## src/rtl/dft_pkg.sv

```systemverilog
// Package for the oscillator trim block: widths, codes and shared types.
// No dependencies; used by dft_divider and dco_frequency_trim.
`default_nettype none

package dft_pkg;

    localparam int MAX_TRIES      = 4096;
    localparam int SAMPLE_PERIODS = 10;

    localparam int TFREQ_W = 25;
    localparam int RFREQ_W = 16;
    localparam int BYTE_W  = 8;
    localparam int TICK_W  = 16;
    localparam int CFG_W   = 25;
    localparam int CFG_A_W = 2;

    // Numerator of the target division and its iteration count.
    localparam int NUM_W   = TFREQ_W + $clog2(SAMPLE_PERIODS + 1);
    localparam int CNT_W   = $clog2(NUM_W + 1);
    localparam int TRIES_W = $clog2(MAX_TRIES + 1);

    localparam logic [TFREQ_W-1:0] TFREQ_RST = TFREQ_W'(1000000);
    localparam logic [RFREQ_W-1:0] RFREQ_RST = RFREQ_W'(32768);
    localparam logic [BYTE_W-1:0]  MOD_RST   = BYTE_W'(96);
    localparam logic [BYTE_W-1:0]  RANGE_RST = BYTE_W'(135);

    typedef enum logic [CFG_A_W-1:0] {
        CFG_TARGET_FREQ = 2'd0,
        CFG_REF_FREQ    = 2'd1,
        CFG_START_MOD   = 2'd2,
        CFG_START_RANGE = 2'd3
    } cfg_idx_t;

    typedef enum logic {
        CMD_START   = 1'b0,
        CMD_MEASURE = 1'b1
    } cmd_t;

    typedef enum logic [1:0] {
        ST_ADJUSTING = 2'd0,
        ST_LOCKED    = 2'd1,
        ST_TIMEOUT   = 2'd2,
        ST_IDLE      = 2'd3
    } trim_status_t;

    typedef struct packed {
        logic busy;
        logic done;
    } div_stat_t;

endpackage

`default_nettype wire

```

## src/rtl/dft_divider.sv

```systemverilog
// Restoring serial divider: one quotient bit per cycle, low bits kept.
// Depends on dft_pkg.
`default_nettype none

module dft_divider (
    input  wire logic                         clk,
    input  wire logic                         rst_n,
    input  wire logic                         start,
    input  wire logic [dft_pkg::NUM_W-1:0]    dividend,
    input  wire logic [dft_pkg::RFREQ_W-1:0]  divisor,
    output dft_pkg::div_stat_t                stat,
    output logic      [dft_pkg::TICK_W-1:0]   quotient
);
    import dft_pkg::*;

    logic [CNT_W-1:0]   cnt_reg, cnt_next;
    logic               done_reg;
    logic [NUM_W-1:0]   num_reg;
    logic [RFREQ_W-1:0] den_reg;
    logic [RFREQ_W-1:0] rem_reg;
    logic [TICK_W-1:0]  quot_reg;

    logic [RFREQ_W:0]   trial;
    logic [RFREQ_W:0]   diff;
    logic               ge;

    // With a zero divisor every trial succeeds, so the quotient is all ones.
    assign trial = {rem_reg, num_reg[NUM_W-1]};
    assign diff  = trial - {1'b0, den_reg};
    assign ge    = trial >= {1'b0, den_reg};

    always_comb
    begin
        cnt_next = cnt_reg;
        if (start)
        begin
            cnt_next = CNT_W'(NUM_W);
        end
        else if (cnt_reg != '0)
        begin
            cnt_next = cnt_reg - 1'b1;
        end
    end

    always_ff @(posedge clk or negedge rst_n)
    begin
        if (!rst_n)
        begin
            cnt_reg  <= '0;
            done_reg <= 1'b0;
        end
        else
        begin
            cnt_reg  <= cnt_next;
            done_reg <= !start && (cnt_reg == CNT_W'(1));
        end
    end

    always_ff @(posedge clk)
    begin
        if (start)
        begin
            num_reg  <= dividend;
            den_reg  <= divisor;
            rem_reg  <= '0;
            quot_reg <= '0;
        end
        else if (cnt_reg != '0)
        begin
            num_reg  <= {num_reg[NUM_W-2:0], 1'b0};
            rem_reg  <= ge ? diff[RFREQ_W-1:0] : trial[RFREQ_W-1:0];
            quot_reg <= {quot_reg[TICK_W-2:0], ge};
        end
    end

    assign stat.busy = cnt_reg != '0;
    assign stat.done = done_reg;
    assign quotient  = quot_reg;

endmodule

`default_nettype wire

```

## src/rtl/dco_frequency_trim.sv

```systemverilog
// Frequency-locked trim of an oscillator modulation and range setting.
// A measurement item yields its result item in the output register in the cycle after it
// is accepted, and a new item may be accepted in that same cycle if m_tready is high.
// A start item passes through S_DIV and S_OUT: one serial divider stage produces one
// quotient bit per cycle, and the block is not ready meanwhile.
// Reset (async, active low) restores register defaults and idles the trim loop.
// Depends on dft_pkg and dft_divider.
`default_nettype none

module dco_frequency_trim (
    input  wire logic                          clk,
    input  wire logic                          rst_n,
    input  wire logic                          cfg_we,
    input  wire logic [dft_pkg::CFG_A_W-1:0]   cfg_addr,
    input  wire logic [dft_pkg::CFG_W-1:0]     cfg_wdata,
    input  wire logic                          s_tvalid,
    output logic                               s_tready,
    input  wire logic [15:0]                   s_tdata,   // [15:0] measured_ticks
    input  wire logic                          s_tuser,   // [0] command
    output logic                               m_tvalid,
    input  wire logic                          m_tready,
    output logic      [31:0]                   m_tdata,   // [7:0] modulation,
                                                          // [15:8] range_sel,
                                                          // [31:16] target_ticks
    output logic      [1:0]                    m_tuser    // [1:0] status
);
    import dft_pkg::*;

    typedef enum logic [2:0] {
        S_IDLE = 3'b001,
        S_DIV  = 3'b010,
        S_OUT  = 3'b100
    } state_t;

    state_t state_reg, state_next;

    logic [TFREQ_W-1:0] tfreq_reg;
    logic [RFREQ_W-1:0] rfreq_reg;
    logic [BYTE_W-1:0]  smod_reg;
    logic [BYTE_W-1:0]  srange_reg;

    logic [BYTE_W-1:0]  mod_reg, mod_next;
    logic [BYTE_W-1:0]  range_reg, range_next;
    logic [TRIES_W-1:0] tries_reg, tries_next;
    logic [TICK_W-1:0]  target_reg;
    logic               active_reg, active_next;

    logic               out_valid_reg;
    logic [BYTE_W-1:0]  out_mod_reg;
    logic [BYTE_W-1:0]  out_range_reg;
    logic [TICK_W-1:0]  out_target_reg;
    trim_status_t       out_status_reg;

    logic               s_accept;
    logic               out_free;
    logic               meas_accept;
    logic               div_start;
    logic               div_load;
    logic [NUM_W-1:0]   numerator;
    logic [TICK_W-1:0]  quotient;
    div_stat_t          div_stat;
    logic [TRIES_W-1:0] tries_inc;
    trim_status_t       meas_status;

    assign out_free    = !out_valid_reg || m_tready;
    assign s_tready    = (state_reg == S_IDLE) && out_free && !div_stat.busy;
    assign s_accept    = s_tvalid && s_tready;
    assign div_start   = s_accept && (cmd_t'(s_tuser) == CMD_START);
    assign meas_accept = s_accept && (cmd_t'(s_tuser) == CMD_MEASURE);
    assign div_load    = (state_reg == S_OUT) && out_free;
    assign numerator   = NUM_W'(tfreq_reg) * NUM_W'(SAMPLE_PERIODS);

    dft_divider u_div (
        .clk      (clk),
        .rst_n    (rst_n),
        .start    (div_start),
        .dividend (numerator),
        .divisor  (rfreq_reg),
        .stat     (div_stat),
        .quotient (quotient)
    );

    always_comb
    begin
        state_next = state_reg;
        unique case (state_reg)
            S_IDLE:
            begin
                if (div_start)
                begin
                    state_next = S_DIV;
                end
            end
            S_DIV:
            begin
                if (div_stat.done)
                begin
                    state_next = S_OUT;
                end
            end
            S_OUT:
            begin
                if (out_free)
                begin
                    state_next = S_IDLE;
                end
            end
            default:
            begin
                state_next = S_IDLE;
            end
        endcase
    end

    // Trim step for a measurement item, and the load of the start setting for a start item.
    assign tries_inc = tries_reg + 1'b1;

    always_comb
    begin
        mod_next    = mod_reg;
        range_next  = range_reg;
        tries_next  = tries_reg;
        active_next = active_reg;
        meas_status = ST_IDLE;
        if (div_start)
        begin
            mod_next    = smod_reg;
            range_next  = srange_reg;
            tries_next  = '0;
            active_next = 1'b1;
        end
        else if (meas_accept && active_reg)
        begin
            tries_next = tries_inc;
            if (s_tdata == target_reg)
            begin
                active_next = 1'b0;
                meas_status = ST_LOCKED;
            end
            else
            begin
                if (s_tdata > target_reg)
                begin
                    mod_next = mod_reg - 1'b1;
                    if (mod_reg == '0)
                    begin
                        range_next = range_reg - 1'b1;
                    end
                end
                else
                begin
                    mod_next = mod_reg + 1'b1;
                    if (mod_reg == '1)
                    begin
                        range_next = range_reg + 1'b1;
                    end
                end
                if (tries_inc >= TRIES_W'(MAX_TRIES))
                begin
                    active_next = 1'b0;
                    meas_status = ST_TIMEOUT;
                end
                else
                begin
                    meas_status = ST_ADJUSTING;
                end
            end
        end
    end

    always_ff @(posedge clk or negedge rst_n)
    begin
        if (!rst_n)
        begin
            state_reg     <= S_IDLE;
            tfreq_reg     <= TFREQ_RST;
            rfreq_reg     <= RFREQ_RST;
            smod_reg      <= MOD_RST;
            srange_reg    <= RANGE_RST;
            mod_reg       <= MOD_RST;
            range_reg     <= RANGE_RST;
            tries_reg     <= '0;
            target_reg    <= '0;
            active_reg    <= 1'b0;
            out_valid_reg <= 1'b0;
        end
        else
        begin
            state_reg     <= state_next;
            mod_reg       <= mod_next;
            range_reg     <= range_next;
            tries_reg     <= tries_next;
            active_reg    <= active_next;
            out_valid_reg <= meas_accept || div_load || !out_free;
            if (div_load)
            begin
                target_reg <= quotient;
            end
            if (cfg_we)
            begin
                unique case (cfg_idx_t'(cfg_addr))
                    CFG_TARGET_FREQ: tfreq_reg  <= cfg_wdata[TFREQ_W-1:0];
                    CFG_REF_FREQ:    rfreq_reg  <= cfg_wdata[RFREQ_W-1:0];
                    CFG_START_MOD:   smod_reg   <= cfg_wdata[BYTE_W-1:0];
                    CFG_START_RANGE: srange_reg <= cfg_wdata[BYTE_W-1:0];
                    default:         tfreq_reg  <= tfreq_reg;
                endcase
            end
        end
    end

    always_ff @(posedge clk)
    begin
        if (meas_accept)
        begin
            out_mod_reg    <= mod_next;
            out_range_reg  <= range_next;
            out_target_reg <= target_reg;
            out_status_reg <= meas_status;
        end
        else if (div_load)
        begin
            out_mod_reg    <= mod_reg;
            out_range_reg  <= range_reg;
            out_target_reg <= quotient;
            out_status_reg <= ST_ADJUSTING;
        end
    end

    assign m_tvalid = out_valid_reg;
    assign m_tdata  = {out_target_reg, out_range_reg, out_mod_reg};
    assign m_tuser  = out_status_reg;

endmodule

`default_nettype wire

```

## config.mk

```make
export PLATFORM = sky130hd
export DESIGN_NAME = dco_frequency_trim
export DESIGN_NICKNAME = d
export VERILOG_FILES = /design/src/rtl/dft_pkg.sv /design/src/rtl/dft_divider.sv /design/src/rtl/dco_frequency_trim.sv
export SDC_FILE = /design/constraint.sdc
export NUM_CORES = 1
export LEC_CHECK = 0
export BUFFER_PORTS_ARGS = -buffer_cell sky130_fd_sc_hd__clkbuf_2
export CAP_MARGIN = 20
export CORE_ASPECT_RATIO = 1.1
export CORE_MARGIN = 2
export CORE_UTILIZATION = 45
export CTS_CLUSTER_SIZE = 25
export DETAILED_ROUTE_END_ITERATION = 16
export PLACE_DENSITY_LB_ADDON = 0.08
export SETUP_SLACK_MARGIN = 0.4
export SLEW_MARGIN = 10
export SYNTH_ARGS = -nofsm -noshare
export SYNTH_HDL_FRONTEND = slang
export SYNTH_SLANG_ARGS = --single-unit
export TNS_END_PERCENT = 5
```

## constraint.sdc

```tcl
create_clock -name clk -period 4.6 [get_ports clk]
set_clock_uncertainty 0.15 [all_clocks]
set_input_delay 1.15 -clock clk [delete_from_list [all_inputs] [get_ports clk]]
set_output_delay 1.15 -clock clk [all_outputs]
set_load 0.03 [all_outputs]
```

==> flow_summary.yaml <==
run_status:
  outcome: "finished clean"
synth:
  synth.net_count: 1300
  ys_seq_area_share_pct: 49.1
  synth_area_per_cell_sq_um: 10.3
  yosysMostFrequentCell: "nand2_1"
  syn_area_sq_um: 11900
  synth.area.top_cells: "edfxtp_1 (20%), dfrtp_1 (19%), ha_1 (9.4%)"
  ys_warn_count: 0
  yosysTopAreaCell: "edfxtp_1"
  synth_edf_count: 78
  synthArstFlopShare_pct: 50.7
  ys_seq_elements: 223
  synth_top_area_share_pct: 19.7
  ys.flop_type: "dfrtp_1"
  synth.distinct_cells: 74
  synthesis.instances: 1159
  synth_common_cells: "nand2_1 (162), o21ai_0 (109), dfrtp_1 (92)"
placed_design:
  place_ws_ns: 0.0528
  portBuffers: 84
  gp_congestion: 0.855
  placed_cell_area_sq_um: 12800
  hpwl_um: 17900
power:
  power_density_nw_per_um2: 583
  irDropWorstVdd_v: 0.000299
  power.leakage_uw: 0.00601
  total_power_uw: 8010
clocking:
  cts_hold_buf: 0
  ctsRootBufferMaster: "clkbuf_16"
  path_clk_slew_ns: 0.06
  clk_latency_ns: 0.52
  cts.sinks: 223
  cts_buffer_depth: 3
  htreeDepth: 1
  numCtsBuffers: 26
  cts_tree: "built"
worst_setup_path:
  startpoint_type: "primary input"
  r2r-start: "target_reg[9]$_DFFE_PN0P_"
  cp_max_fo: 5
  crit_start: "s_tdata[11]"
  crit_arrival_ns: 4.32
  r2r_slack_ns: 0.89
  worst_setup_path_end_kind: "flop"
  timing.rr.end: "mod_reg[7]$_DFF_PN0_"
  worst_ep_required_time_ns: 4.89
  crit_end: "mod_reg[7]$_DFF_PN0_"
  rr_worst_depth: 14
  worstSetupPathType: "in2reg"
hold_path:
  hp-class: "reg2reg"
sta:
  slew_viol_final: 0
  fin_setup_tns_ns: 0
  min_period_ns: 4.03
  hold_viol: 0
  worst_pin_slew_ns: 0.900
  fmax_ghz: 0.248
  grt_setup_unrepaired: "false"
  finalSetupViolations: 0
  final.period_utilization_pct: 87.7
  max_slew_margin_pct: 40.0
  setup_ws_ns: 0.568
grt:
  grt_pass1_wl_um: 42800
  grt.overflow.total: 0
  grt_use_total_pct: 18.6
  grt_pass1_vias: 8528
  antenna_found_initial: 0
  grt_max_degree: 88
route:
  vias_per_cell: 5.33
  wl_per_cell_um: 15.6
  num_vias: 8689
  ant_nets: 0
  drt_pre_antenna_iters: 5
  first_iter_violations: 367
  routed_wl_um: 25500
  drcViolationCount: 0
floorplan:
  initial_core_util_pct: 45.6
  die_h_um: 175
  coreArea_sq_um: 26100
  ios: 85
  die_area_sq_um: 27800
  core.rowCount: 62
  die_w_um: 159
finish:
  largest_reg_flops: 28
  nNetsFinal: 1398
  fin_area_sq_um: 13700
  fill_cells: 2420
  areaGrowthSynthToFinish_pct: 15.4
  layout-drive-gt1-share_pct: 20.1
  diodes: 0
flow_run:
  maxCapViolations: 0
==> timing repair <==
| action | 4_1_cts | 5_1_grt |
|---|---|---|
| setup endpoints to repair | 0 | 1 |
| gates resized for setup | 0 | 2 |
| buffers inserted | 0 | 2 |
==> power breakdown <==
part,switching (uW),internal (uW),total (uW)
Combinational,1580,1210,2790
Sequential,387,2710,3100
Clock,805,1320,2120
==> layout make-up <==
class                           instances  area, sq um  share of cell area (%)
Timing Repair Buffer                  108          616                    4.48
Clock buffer                           40          806                    5.87
Tap cell                              352          440                    3.21
Multi-Input combinational cell        835         5700                    41.5
Sequential cell                       223         5840                    42.5
Inverter                               63          236                    1.72
Clock inverter                          8         95.1                   0.692
==> worst min path at each step <==
stage                               from                     endpoint  cells after the start
3_5_place_dp    rfreq_reg[6]$_DFFE_PN0P_   u_div.den_reg[6]$_DFFE_PP_                      0
2_1_floorplan   rfreq_reg[0]$_DFFE_PN0P_   u_div.den_reg[0]$_DFFE_PP_                      0
3_3_place_gp    rfreq_reg[1]$_DFFE_PN0P_   u_div.den_reg[1]$_DFFE_PP_                      0
5_1_grt         rfreq_reg[7]$_DFFE_PN0P_   u_div.den_reg[7]$_DFFE_PP_                      0
6_report       rfreq_reg[14]$_DFFE_PN0P_  u_div.den_reg[14]$_DFFE_PP_                      0
4_1_cts        rfreq_reg[14]$_DFFE_PN0P_  u_div.den_reg[14]$_DFFE_PP_                      0
==> cells by family after synthesis <==
| kind of cell | after synthesis | share of synthesized area (%) |
|---|---|---|
| simple gates | 339 | 13.2 |
| compound gates | 294 | 15.0 |
| buf+inv | 101 | 3.27 |
| flops | 223 | 49.1 |
| mux | 71 | 6.68 |
| fa+ha+maj | 92 | 9.86 |
| xor+xnor | 39 | 2.87 |
==> cells in the final DEF (no fill, tap or decap), types with 27 or more instances in the layout <==
| cell type | netlist | layout |
|---|---|---|
| inv_1 | 61 | 61 |
| o21ai_0 | 109 | 108 |
| clkbuf_2 | 0 | 83 |
| edfxtp_1 | 78 | 78 |
| nor2_1 | 59 | 59 |
| dfrtp_1 | 92 | 92 |
| clkbuf_16 | 0 | 28 |
| mux2_2 | 66 | 66 |
| ha_1 | 89 | 89 |
| dfxtp_1 | 32 | 32 |
| a21oi_1 | 70 | 70 |
| xor2_1 | 27 | 27 |
| nand2_1 | 162 | 161 |
==> routing by layer <==
layer  part of all wire [%]  global-route usage, %  vias up
li1                       -                      -     4414
met1                     47                   24.7     4110
met2                     48                   32.2      128
met3                    3.3                   2.36       37
met4                    1.6                   4.66        0
met5                      0                      0        -
==> critical path, stage by stage <==
cell,delay [ns]
clkbuf_2,0.08
ha_1,0.31
nand4_1,0.19
buf_4,0.22
a2111oi_2,0.35
o31a_1,0.36
ha_1,0.29
a21oi_1,0.14
nor2b_1,0.07
o31a_1,0.27
o41ai_2,0.24
xnor2_1,0.12
or3_1,0.35
a31oi_1,0.18
==> metrics by stage <==
step | hold WS (ns) | utilization (%) | cells
2_1_floorplan | 0.269 | - | 1159
3_3_place_gp | 0.275 | 49.2 | 1579
3_5_place_dp | 0.282 | 49.2 | 1579
4_1_cts | 0.291 | 52.6 | 1627
5_1_grt | 0.301 | 52.7 | 1629
6_report | 0.290 | 52.7 | 1629
No activity file was read; power rests on OpenSTA's default activity.
